--- src/dbl_pkg.sv ---
// Package for the dual button debounce and LED toggle block.
// Holds command and result codes, LED codes, word types and the debounce step.
// No dependencies.
package dbl_pkg;

	localparam logic [2:0] FUNC_TICK        = 3'd0;
	localparam logic [2:0] FUNC_SET_BOTH    = 3'd1;
	localparam logic [2:0] FUNC_SET_ONE     = 3'd2;
	localparam logic [2:0] FUNC_GET_LEDS    = 3'd3;
	localparam logic [2:0] FUNC_GET_BUTTONS = 3'd4;

	localparam logic [2:0] KIND_ACK         = 3'd0;
	localparam logic [2:0] KIND_INVALID     = 3'd1;
	localparam logic [2:0] KIND_UNSUPPORTED = 3'd2;
	localparam logic [2:0] KIND_LEDS        = 3'd3;
	localparam logic [2:0] KIND_BUTTONS     = 3'd4;
	localparam logic [2:0] KIND_EVENT       = 3'd5;

	localparam logic [1:0] LED_AT_ON  = 2'd0;
	localparam logic [1:0] LED_AT_OFF = 2'd1;
	localparam logic [1:0] LED_ON     = 2'd2;

	localparam logic [7:0] SEL_LEFT  = 8'd0;
	localparam logic [7:0] SEL_RIGHT = 8'd1;

	localparam logic [7:0] DEBOUNCE_RESET = 8'd10;
	localparam logic       BTN_RELEASED   = 1'b1;
	localparam logic       BTN_PRESSED    = 1'b0;

	typedef struct packed {
		logic [2:0] func;
		logic       calc_phase;
		logic       message_phase;
		logic       pin_right;
		logic       pin_left;
		logic [7:0] req_led_right;
		logic [7:0] req_led_left;
		logic [7:0] led_select;
		logic [7:0] led_select_state;
	} item_t;

	typedef struct packed {
		logic [2:0] kind;
		logic [1:0] led_right;
		logic [1:0] led_left;
		logic       button_right;
		logic       button_left;
		logic       lit_right;
		logic       lit_left;
	} result_t;

	typedef struct packed {
		logic       level;
		logic [7:0] lock;
		logic [1:0] led;
	} btn_t;

	// Handshake between the input register and the result register.
	typedef struct packed {
		logic fire;
		logic out_free;
	} flow_t;

	function automatic logic led_lit(input logic [1:0] code);
		return (code == LED_AT_ON) || (code == LED_ON);
	endfunction

	// One debounce step for one button: lockout, level change, auto toggle.
	function automatic btn_t btn_step(input btn_t cur, input logic pin,
			input logic [7:0] ticks);
		btn_t nxt;
		nxt = cur;
		if (cur.lock != 8'd0) begin
			nxt.lock = cur.lock - 8'd1;
		end else if (pin != cur.level) begin
			nxt.level = pin;
			nxt.lock  = ticks;
			if (pin == BTN_PRESSED) begin
				if (cur.led == LED_AT_OFF) begin
					nxt.led = LED_AT_ON;
				end else if (cur.led == LED_AT_ON) begin
					nxt.led = LED_AT_OFF;
				end
			end
		end
		return nxt;
	endfunction

endpackage

--- src/dbl_if.sv ---
// Channel interfaces for the dual button debounce and LED toggle block.
// Command words, result words and the debounce register write channel.
// No dependencies.
interface dbl_in_if;
	logic       valid;
	logic       ready;
	logic [2:0] func;
	logic       calc_phase;
	logic       message_phase;
	logic       pin_right;
	logic       pin_left;
	logic [7:0] req_led_right;
	logic [7:0] req_led_left;
	logic [7:0] led_select;
	logic [7:0] led_select_state;

	modport source (output valid, func, calc_phase, message_phase, pin_right, pin_left,
		req_led_right, req_led_left, led_select, led_select_state, input ready);
	modport sink (input valid, func, calc_phase, message_phase, pin_right, pin_left,
		req_led_right, req_led_left, led_select, led_select_state, output ready);
endinterface

interface dbl_out_if;
	logic       valid;
	logic       ready;
	logic [2:0] kind;
	logic [1:0] led_right;
	logic [1:0] led_left;
	logic       button_right;
	logic       button_left;
	logic       lit_right;
	logic       lit_left;

	modport source (output valid, kind, led_right, led_left, button_right, button_left,
		lit_right, lit_left, input ready);
	modport sink (input valid, kind, led_right, led_left, button_right, button_left,
		lit_right, lit_left, output ready);
endinterface

interface dbl_cfg_if;
	logic       valid;
	logic       ready;
	logic [7:0] data;

	modport source (output valid, data, input ready);
	modport sink (input valid, data, output ready);
endinterface

--- src/dbl_in_reg.sv ---
// Input register: holds one accepted command word until the core takes it.
// Depends on dbl_pkg and dbl_in_if.
module dbl_in_reg
	import dbl_pkg::*;
(
	input  logic        clk,
	input  logic        arst_n,
	dbl_in_if.sink      cmd,
	input  logic        out_free,
	output item_t       item_s1,
	output logic        fire
);
	logic valid_s1;

	assign fire      = valid_s1 && out_free;
	assign cmd.ready = !valid_s1 || out_free;

	always_ff @(posedge clk or negedge arst_n) begin
		if (!arst_n) begin
			valid_s1 <= 1'b0;
		end else if (cmd.ready) begin
			valid_s1 <= cmd.valid;
		end
	end

	always_ff @(posedge clk) begin
		if (cmd.valid && cmd.ready) begin
			item_s1 <= '{func: cmd.func, calc_phase: cmd.calc_phase,
				message_phase: cmd.message_phase, pin_right: cmd.pin_right,
				pin_left: cmd.pin_left, req_led_right: cmd.req_led_right,
				req_led_left: cmd.req_led_left, led_select: cmd.led_select,
				led_select_state: cmd.led_select_state};
		end
	end
endmodule

--- src/dbl_core.sv ---
// Button, lockout, LED and pending-event state with its single-pass update.
// Depends on dbl_pkg.
module dbl_core
	import dbl_pkg::*;
(
	input  logic       clk,
	input  logic       arst_n,
	input  item_t      item_s1,
	input  logic       fire,
	input  logic [7:0] debounce_ticks,
	output result_t    res,
	output logic       res_valid
);
	btn_t btn_r_q, btn_l_q;
	logic pending_q;

	btn_t btn_r_d, btn_l_d, step_r, step_l;
	logic pending_d;
	logic emit;
	logic [2:0] kind;

	assign step_r = btn_step(btn_r_q, item_s1.pin_right, debounce_ticks);
	assign step_l = btn_step(btn_l_q, item_s1.pin_left, debounce_ticks);

	always_comb begin
		btn_r_d   = btn_r_q;
		btn_l_d   = btn_l_q;
		pending_d = pending_q;
		emit      = 1'b1;
		kind      = KIND_ACK;
		unique case (item_s1.func)
			FUNC_TICK: begin
				emit = 1'b0;
				if (item_s1.calc_phase) begin
					btn_r_d = step_r;
					btn_l_d = step_l;
					if (step_r.level != btn_r_q.level || step_l.level != btn_l_q.level) begin
						pending_d = 1'b1;
					end
				end
				if (item_s1.message_phase && pending_d) begin
					pending_d = 1'b0;
					emit      = 1'b1;
					kind      = KIND_EVENT;
				end
			end
			FUNC_SET_BOTH: begin
				if (|item_s1.req_led_right[7:2] || |item_s1.req_led_left[7:2]) begin
					kind = KIND_INVALID;
				end else begin
					btn_r_d.led = item_s1.req_led_right[1:0];
					btn_l_d.led = item_s1.req_led_left[1:0];
				end
			end
			FUNC_SET_ONE: begin
				if (|item_s1.led_select_state[7:2]) begin
					kind = KIND_INVALID;
				end else if (item_s1.led_select == SEL_LEFT) begin
					btn_l_d.led = item_s1.led_select_state[1:0];
				end else if (item_s1.led_select == SEL_RIGHT) begin
					btn_r_d.led = item_s1.led_select_state[1:0];
				end else begin
					kind = KIND_INVALID;
				end
			end
			FUNC_GET_LEDS:    kind = KIND_LEDS;
			FUNC_GET_BUTTONS: kind = KIND_BUTTONS;
			default:          kind = KIND_UNSUPPORTED;
		endcase
	end

	assign res_valid = fire && emit;
	assign res = '{kind: kind, led_right: btn_r_d.led, led_left: btn_l_d.led,
		button_right: btn_r_d.level, button_left: btn_l_d.level,
		lit_right: led_lit(btn_r_d.led), lit_left: led_lit(btn_l_d.led)};

	always_ff @(posedge clk or negedge arst_n) begin
		if (!arst_n) begin
			btn_r_q   <= '{level: BTN_RELEASED, lock: 8'd0, led: LED_AT_OFF};
			btn_l_q   <= '{level: BTN_RELEASED, lock: 8'd0, led: LED_AT_OFF};
			pending_q <= 1'b0;
		end else if (fire) begin
			btn_r_q   <= btn_r_d;
			btn_l_q   <= btn_l_d;
			pending_q <= pending_d;
		end
	end
endmodule

--- src/dbl_out_reg.sv ---
// Result register: holds one result word until the sink takes it.
// Depends on dbl_pkg and dbl_out_if.
module dbl_out_reg
	import dbl_pkg::*;
(
	input  logic    clk,
	input  logic    arst_n,
	input  result_t res,
	input  logic    res_valid,
	output logic    out_free,
	dbl_out_if.source rsp
);
	result_t res_q;
	logic    valid_q;

	assign out_free = !valid_q || rsp.ready;

	always_ff @(posedge clk or negedge arst_n) begin
		if (!arst_n) begin
			valid_q <= 1'b0;
		end else if (out_free) begin
			valid_q <= res_valid;
		end
	end

	always_ff @(posedge clk) begin
		if (out_free && res_valid) begin
			res_q <= res;
		end
	end

	assign rsp.valid        = valid_q;
	assign rsp.kind         = res_q.kind;
	assign rsp.led_right    = res_q.led_right;
	assign rsp.led_left     = res_q.led_left;
	assign rsp.button_right = res_q.button_right;
	assign rsp.button_left  = res_q.button_left;
	assign rsp.lit_right    = res_q.lit_right;
	assign rsp.lit_left     = res_q.lit_left;
endmodule

--- src/dual_button_debounce_led_toggle_top.sv ---
// Top level of the dual button debounce and LED toggle block.
// Depends on dbl_pkg, dbl_if, dbl_in_reg, dbl_core and dbl_out_reg.
//
//  channel | dir | word                                  | taken when
//  cmd     | in  | func, phases, pins, LED requests      | cmd.valid && cmd.ready
//  rsp     | out | kind, LED codes, buttons, lit flags   | rsp.valid && rsp.ready
//  cfg     | in  | debounce_ticks                        | cfg.valid && cfg.ready
//
// One command word per cycle while no stalled result holds it; each result is registered.
// The state update is one pass from the input register to the result register.
// Reset: buttons released, LEDs auto-toggle-off, lockouts zero, debounce_ticks 10.
// A stalled result holds the input register; cmd.ready drops only then.
// cfg.ready is always high.
module dual_button_debounce_led_toggle_top
	import dbl_pkg::*;
(
	input  logic      clk,
	input  logic      arst_n,
	dbl_in_if.sink    cmd,
	dbl_out_if.source rsp,
	dbl_cfg_if.sink   cfg
);
	item_t      item_s1;
	result_t    res;
	logic       res_valid;
	flow_t      flow;
	logic [7:0] debounce_ticks_q;

	assign cfg.ready = 1'b1;

	always_ff @(posedge clk or negedge arst_n) begin
		if (!arst_n) begin
			debounce_ticks_q <= DEBOUNCE_RESET;
		end else if (cfg.valid) begin
			debounce_ticks_q <= cfg.data;
		end
	end

	dbl_in_reg u_in (
		.clk      (clk),
		.arst_n   (arst_n),
		.cmd      (cmd),
		.out_free (flow.out_free),
		.item_s1  (item_s1),
		.fire     (flow.fire)
	);

	dbl_core u_core (
		.clk            (clk),
		.arst_n         (arst_n),
		.item_s1        (item_s1),
		.fire           (flow.fire),
		.debounce_ticks (debounce_ticks_q),
		.res            (res),
		.res_valid      (res_valid)
	);

	dbl_out_reg u_out (
		.clk       (clk),
		.arst_n    (arst_n),
		.res       (res),
		.res_valid (res_valid),
		.out_free  (flow.out_free),
		.rsp       (rsp)
	);
endmodule

--- src/flat_wrapper.sv ---
// flat-port wrapper written by rule: the top's interface ports become plain ports
module dual_button_debounce_led_toggle_top_flat import dbl_pkg::*;
  (clk, arst_n, cmd_valid, cmd_func, cmd_calc_phase, cmd_message_phase, cmd_pin_right, cmd_pin_left, cmd_req_led_right, cmd_req_led_left, cmd_led_select, cmd_led_select_state, cmd_ready, rsp_valid, rsp_kind, rsp_led_right, rsp_led_left, rsp_button_right, rsp_button_left, rsp_lit_right, rsp_lit_left, rsp_ready, cfg_valid, cfg_data, cfg_ready);
  dbl_in_if cmd_i ();
  dbl_out_if rsp_i ();
  dbl_cfg_if cfg_i ();
  input  logic clk;
  input  logic arst_n;
  input wire logic [$bits(cmd_i.valid)-1:0] cmd_valid;
  input wire logic [$bits(cmd_i.func)-1:0] cmd_func;
  input wire logic [$bits(cmd_i.calc_phase)-1:0] cmd_calc_phase;
  input wire logic [$bits(cmd_i.message_phase)-1:0] cmd_message_phase;
  input wire logic [$bits(cmd_i.pin_right)-1:0] cmd_pin_right;
  input wire logic [$bits(cmd_i.pin_left)-1:0] cmd_pin_left;
  input wire logic [$bits(cmd_i.req_led_right)-1:0] cmd_req_led_right;
  input wire logic [$bits(cmd_i.req_led_left)-1:0] cmd_req_led_left;
  input wire logic [$bits(cmd_i.led_select)-1:0] cmd_led_select;
  input wire logic [$bits(cmd_i.led_select_state)-1:0] cmd_led_select_state;
  output wire logic [$bits(cmd_i.ready)-1:0] cmd_ready;
  output wire logic [$bits(rsp_i.valid)-1:0] rsp_valid;
  output wire logic [$bits(rsp_i.kind)-1:0] rsp_kind;
  output wire logic [$bits(rsp_i.led_right)-1:0] rsp_led_right;
  output wire logic [$bits(rsp_i.led_left)-1:0] rsp_led_left;
  output wire logic [$bits(rsp_i.button_right)-1:0] rsp_button_right;
  output wire logic [$bits(rsp_i.button_left)-1:0] rsp_button_left;
  output wire logic [$bits(rsp_i.lit_right)-1:0] rsp_lit_right;
  output wire logic [$bits(rsp_i.lit_left)-1:0] rsp_lit_left;
  input wire logic [$bits(rsp_i.ready)-1:0] rsp_ready;
  input wire logic [$bits(cfg_i.valid)-1:0] cfg_valid;
  input wire logic [$bits(cfg_i.data)-1:0] cfg_data;
  output wire logic [$bits(cfg_i.ready)-1:0] cfg_ready;
  assign cmd_i.valid = cmd_valid;
  assign cmd_i.func = cmd_func;
  assign cmd_i.calc_phase = cmd_calc_phase;
  assign cmd_i.message_phase = cmd_message_phase;
  assign cmd_i.pin_right = cmd_pin_right;
  assign cmd_i.pin_left = cmd_pin_left;
  assign cmd_i.req_led_right = cmd_req_led_right;
  assign cmd_i.req_led_left = cmd_req_led_left;
  assign cmd_i.led_select = cmd_led_select;
  assign cmd_i.led_select_state = cmd_led_select_state;
  assign cmd_ready = cmd_i.ready;
  assign rsp_valid = rsp_i.valid;
  assign rsp_kind = rsp_i.kind;
  assign rsp_led_right = rsp_i.led_right;
  assign rsp_led_left = rsp_i.led_left;
  assign rsp_button_right = rsp_i.button_right;
  assign rsp_button_left = rsp_i.button_left;
  assign rsp_lit_right = rsp_i.lit_right;
  assign rsp_lit_left = rsp_i.lit_left;
  assign rsp_i.ready = rsp_ready;
  assign cfg_i.valid = cfg_valid;
  assign cfg_i.data = cfg_data;
  assign cfg_ready = cfg_i.ready;
  dual_button_debounce_led_toggle_top u_core (.clk(clk), .arst_n(arst_n), .cmd(cmd_i), .rsp(rsp_i), .cfg(cfg_i));
endmodule
--- config.mk ---
export PLATFORM = sky130hd
export DESIGN_NAME = dual_button_debounce_led_toggle_top_flat
export DESIGN_NICKNAME = d
export VERILOG_FILES = /design/src/dbl_pkg.sv /design/src/dbl_if.sv /design/src/dbl_in_reg.sv /design/src/dbl_core.sv /design/src/dbl_out_reg.sv /design/src/dual_button_debounce_led_toggle_top.sv /design/src/flat_wrapper.sv
export SDC_FILE = /design/constraint.sdc
export NUM_CORES = 1
export LEC_CHECK = 0
export BUFFER_PORTS_ARGS = -buffer_cell sky130_fd_sc_hd__buf_2
export CORE_UTILIZATION = 50
export CTS_CLUSTER_SIZE = 40
export DETAILED_ROUTE_END_ITERATION = 7
export GPL_ROUTABILITY_DRIVEN = 0
export PLACE_DENSITY = 0.75
export SKIP_LAST_GASP = 1
export SLEW_MARGIN = 20
export SYNTH_ARGS = -nofsm -noshare
export SYNTH_HDL_FRONTEND = slang
export SYNTH_SLANG_ARGS = --single-unit
--- constraint.sdc ---
create_clock -name clk -period 2.9 [get_ports clk]
set_clock_uncertainty 0.1 [all_clocks]
set_input_delay 0.435 -clock clk [delete_from_list [all_inputs] [get_ports clk]]
set_output_delay 0.435 -clock clk [all_outputs]
set_load 0.01 [all_outputs]
### Word-level counts from Yosys, hierarchy flattened

Index checks and enable logic that the tools add are counted.

* add/sub/neg operators: 2
* reduce and logical (&&, ||, !) cells: 29
* eq/ne operators: 13
* muxes and demuxes: 39

Operators with widths (number)
* $mux W11: 4
* $mux W2: 15
* $mux W9: 2
* $reduce_or A6 Y1: 3
* $mux W8: 2
* $reduce_bool A8 Y1: 2
* $sub A8 B1 Y8 const B: 2
* $pmux W3 S5: 1
* $mux W1: 12
* $pmux W2 S3: 2
* $eq A8 B1 Y1 const B: 1
* $logic_not A2 Y1: 4
* $logic_not A8 Y1: 1
* $reduce_and A4 Y1: 2
* $eq A3 B2 Y1 const B: 2
* $logic_or A1 B1 Y1: 6
* $logic_and A1 B1 Y1: 5
* $eq A2 B1 Y1 const B: 2
* $eq A2 B2 Y1 const B: 2
* $ne A1 B1 Y1: 4
* $reduce_bool A2 Y1: 2
* $eq A3 B1 Y1 const B: 1
* $eq A3 B3 Y1 const B: 1
* $logic_not A3 Y1: 1
* 3 further kinds: 4

* bits in registers: 83
* output and inout port bits: 14
* input bits: 52

### Logic depth before layout (Yosys ltp)

* word-level depth: 16
* mapped depth: 9
* depth with buffers taken out: 7

### By module

A second synthesis with hierarchy kept.

* cell total of the unflattened synthesis: 309
* area, all modules: 3873.7 um2

By module, submodules not included
* dbl_core: cells each 231, seq. area each 580.6 um2, times used 1, area each 1913.1 um2
* dbl_in_reg: cells each 44, seq. area each 1196.1 um2, times used 1, area each 1231.2 um2
* dbl_out_reg: cells each 15, seq. area each 355.3 um2, times used 1, area each 384.1 um2
* dual_button_debounce_led_toggle_top: cells each 19, seq. area each 202.7 um2, times used 1, area each 345.3 um2

### Least setup slack after synthesis

Ideal clock, no wire load.

* path kind: register to register
* start: reg u_core.u_core.btn_l_q[2] (netlist name)
* end: reg u_core.u_out.res_q (netlist bit u_core.u_out.rsp.button_left) (enable)
* clock period less this slack: 2.774 ns
* data arrival time: 2.291 ns
* path buffers: 1
* slack: 0.126 ns
* required time: 2.418 ns
* stages on the path, launching flop included: 8
* library setup time: 0.382 ns
* path through: dfrtp_1 inv_1 ha_1 or4b_1 buf_2 nor3_4 a221oi_2 a21oi_1

* longest elaborated chain between the ends: 12

Ends and longest elaborated chain
* start: declaration: line dbl_core.sv:14 `btn_t btn_r_q, btn_l_q;`
* start signal: assignment: line dbl_core.sv:80 `btn_l_q <= '{level: BTN_RELEASED, lock: 8'd0, led: LED_AT_OFF};`
* start signal: assignment: line dbl_core.sv:84 `btn_l_q <= btn_l_d;`
* $reduce_bool A8 Y1: line dbl_pkg.sv:73 `if (cur.lock != 8'd0) begin`
* $mux W1: line dbl_pkg.sv:73
* $ne A1 B1 Y1: line dbl_core.sv:37 `if (step_r.level != btn_r_q.level || step_l.level != btn_l_q.level) begin`
* $logic_or A1 B1 Y1: line dbl_core.sv:37
* $mux W1: line dbl_core.sv:37
* $mux W1: line dbl_core.sv:34 `if (item_s1.calc_phase) begin`
* $mux W1: line dbl_core.sv:31 `unique case (item_s1.func)`
* $logic_and A1 B1 Y1: line dbl_core.sv:41 `if (item_s1.message_phase && pending_d) begin`
* $mux W1: line dbl_core.sv:41
* $mux W1: line dbl_core.sv:31
* $logic_and A1 B1 Y1: line dbl_core.sv:72 `assign res_valid = fire && emit;`
* $logic_and A1 B1 Y1: line dbl_out_reg.sv:27 `if (out_free && res_valid) begin`
* end signal: assignment: line dbl_out_reg.sv:28 `res_q <= res;`
* end: declaration: line dbl_out_reg.sv:13 `result_t res_q;`

Every way passes these cells. The select of a mux whose other input is x is not followed.
A chain may end at the register's enable or synchronous reset.

==> impl_metrics.yaml <==
worst_setup_path:
  rr_worst_depth: 7
  arrival_ps: 2560
  critPathKind: "reg -> reg"
  rrSetupSlack_ps: 350
  cp.required_ps: 2910
  cp-end-kind: "flip-flop"
  timing.rr.end: "u_core.u_out.rsp.lit_left"
  worstPathMaxFanout: 5
  crit_path_start_kind: "flip-flop"
  r2r_start: "u_core.u_core.btn_l_q[2]"
clocking:
  path_clk_slew_ps: 90
  ctsResizeCount: 0
  cts_tree: "done"
  cts_max_path_buffers: 2
  post_cts_buffers: 0
  cts-htree-levels: 3
  worstSkewPairLatency_ps: 360
  cts_hold_buf: 0
  numCtsBuffers: 9
  clkSinkCount: 83
  root_buffer: "clkbuf_8"
sta:
  rsz0062_at_grt: "false"
  setup_viol: 0
  relSlewSlack_pct: 42.1
  fin_crit_sh_pct: 87.9
  finalCriticalPeriod_ps: 2550
  tns_ps: 0
  maxSlewViolCount: 0
  worstMarginPinSlew_ps: 868
  max_freq_mhz: 392
  finalHoldViolations: 0
synth:
  synthesis.area_sq_um: 3760
  yosysWarnings: 0
  ys_ff_latch: 83
  synthArstFlopShare_pct: 39.8
  syn_avg_cell_area_sq_um: 12.6
  synth-main-ff-cell: "edfxtp_1"
  ys_types: 61
  syn_nets: 357
  seq_area_frac_synth_pct: 62.1
  synthCells: 299
  synth_edf_count: 50
final_layout:
  multi_input_area_sq_um: 1320
  post-route-cell-area_sq_um: 4360
  n_antenna_cell: 0
  drive_gt1_share_pct: 31.0
  regArea_sq_um: 2330
  fillCellCount: 590
  area_delta_synth_final_pct: 15.9
  nets: 424
grt:
  use_met2_pct: 30.3
  busiest_layer: "met2"
  grt_pass1_vias: 2484
  antenna_found_initial: 0
  overflow: 0
  grt_use_total_pct: 20.9
  met1_usage_pct: 29.8
  grt_pass1_wl_mm: 12.0
  gr-usage-met3_pct: 5.22
  grt_max_degree: 40
drt:
  drtPass1Iterations: 5
  ant_nets: 0
  via_per_inst: 5.67
  wirelength_mm: 7.41
  drc_errors: 0
  routedWlPerCell_microns: 15.8
  drt_first_iter_violations: 188
  vias: 2663
power_and_ir_drop:
  p_leak_nw: 1.74
  power_frac_clock_pct: 25.7
  netSwitchingPower_mw: 0.976
  intPower_mw: 2.04
  peakVddDrop_mv: 0.487
  combPwrFrac_pct: 22.4
  p_per_area_nw_per_um2: 693
  swShare_pct: 32.3
  p_seq_share_pct: 51.9
floorplan:
  start_util_pct: 51.8
  core-area_sq_um: 7250
  chipWidth_microns: 88.7
  die_y_microns: 88.7
  ios: 66
  rows: 31
  die-area_sq_um: 7870
run:
  maxCapViolations: 0
placed_design:
  port-buffer-count: 64
  place_hpwl_mm: 5.39
  post_dp_cell_area_sq_um: 4170
status:
  outcome: "finished clean"
hold_path:
  hold_class: "in -> async"
registers in the layout, indices dropped and copies added (netlist names), 2 cells and up:
| name | cells |
|---|---|
| u_core.u_in.item_s1 | 39 |
| u_core.u_out.rsp.led_left | 2 |
| u_core.u_core.btn_l_q | 11 |
| u_core.debounce_ticks_q | 8 |
| u_core.u_out.rsp.led_right | 2 |
| u_core.u_core.btn_r_q | 11 |
| u_core.u_out.rsp.kind | 3 |
cell type report:
cell class | instances | area share, %
well taps | 99 | 2.84
clock inverters | 7 | 1.35
repair buffers | 67 | 7.87
inverters | 14 | 1.21
multi-input cells | 191 | 30.3
flip-flops and latches | 83 | 53.6
clock buffers | 9 | 2.84
per-stage QoR:
step | power (mW) | setup slack [ps] | utilization (%) | hold WS, ps | std cells
CTS | 3.03 | 345 | 60.1 | 45.4 | 470
global route | 3.19 | 241 | 60.1 | 63.6 | 470
global placement | 2.23 | 429 | 57.5 | 378 | 454
detailed placement | 2.26 | 380 | 57.5 | 378 | 454
finish | 3.02 | 351 | 60.1 | 30.9 | 470
floorplan | 2.06 | 126 | - | 39.4 | 299
worst max-delay path by stage:
stage / slack, ps / cells after the start / end / start
floorplan: 130 / 7 / u_core.u_out.rsp.button_left / u_core.u_core.btn_l_q[2]
global placement: 430 / 7 / u_core.u_out.rsp.lit_left / u_core.u_core.btn_l_q[2]
detailed placement: 380 / 7 / u_core.u_out.rsp.lit_left / u_core.u_core.btn_l_q[2]
CTS: 340 / 7 / u_core.u_out.rsp.lit_left / u_core.u_core.btn_l_q[2]
global route: 240 / 7 / u_core.u_out.rsp.lit_left / u_core.u_core.btn_l_q[2]
finish: 350 / 7 / u_core.u_out.rsp.lit_left / u_core.u_core.btn_l_q[2]
metal layers:
layer / vias up / share of wire [%]
met5: - / 0
met4: 0 / 2.4
met3: 22 / 5.4
met2: 101 / 44
met1: 1267 / 48
li1: 1273 / -
layout by cell type, fill, tap and decap left out, types with 3 or more instances in the layout:
cell / count
a21o_1: 3
nand3b_1: 3
o31ai_1: 3
mux2_2: 13
nand2_1: 18
a21oi_1: 15
nor4b_1: 3
or3_1: 6
nand2b_1: 4
a22oi_1: 5
o2bb2ai_1: 5
nor3_1: 6
clkbuf_8: 9
buf_2: 64
buf_4: 3
nor2_1: 20
edfxtp_1: 50
o21ai_0: 12
inv_6: 3
nand3_1: 4
ha_1: 6
a211oi_1: 3
dfstp_2: 6
inv_1: 14
a31oi_1: 6
and2_1: 5
a32oi_1: 5
nor4_1: 4
dfrtp_1: 27
cells by family after synthesis:
kind of cell | Yosys count | share of synthesized area, %
AOI/OAI and AO/OA | 72 | 13.5
muxes | 14 | 4.16
and+or+nand+nor | 95 | 14.6
buffers and inverters | 25 | 2.83
adders and majority gates | 7 | 2.26
DFF | 83 | 62.1
xor gates and xnor gates | 2 | 0.466
other | 1 | 0.0997
Yosys cell counts, drive strengths merged, types with 5 or more instances:
cell	n	area (sq um)
clkbuf	7	26.3
dfrtp	27	676
nand2	18	67.6
edfxtp	50	1500
o2bb2ai	5	43.8
or3	6	37.5
nor3	8	56.3
a32oi	5	43.8
inv	14	52.6
dfstp	6	158
mux2	13	146
a31oi	6	37.5
o21ai	13	65.1
a21oi	15	75.1
nor2	21	86.3
ha	6	75.1
and2	6	37.5
a22oi	5	37.5
power groups by stage:
stage | Clock [mW] | Combinational [mW] | Sequential (mW)
6_report | 0.774 | 0.676 | 1.57
5_1_grt | 0.845 | 0.761 | 1.59
4_1_cts | 0.794 | 0.673 | 1.56
3_5_place_dp | 0 | 0.666 | 1.59
3_3_place_gp | 0 | 0.649 | 1.58
2_1_floorplan | 0 | 0.502 | 1.56
worst max-delay path, cell delays in order (launching register included):
cell and delay [ps]:
dfrtp_1 400, inv_1 80, ha_1 210, or4b_1 610, or4_1 550, a21oi_1 140
a221o_1 160, a21oi_1 50
Note: power is estimated with default switching activity, not from simulation.
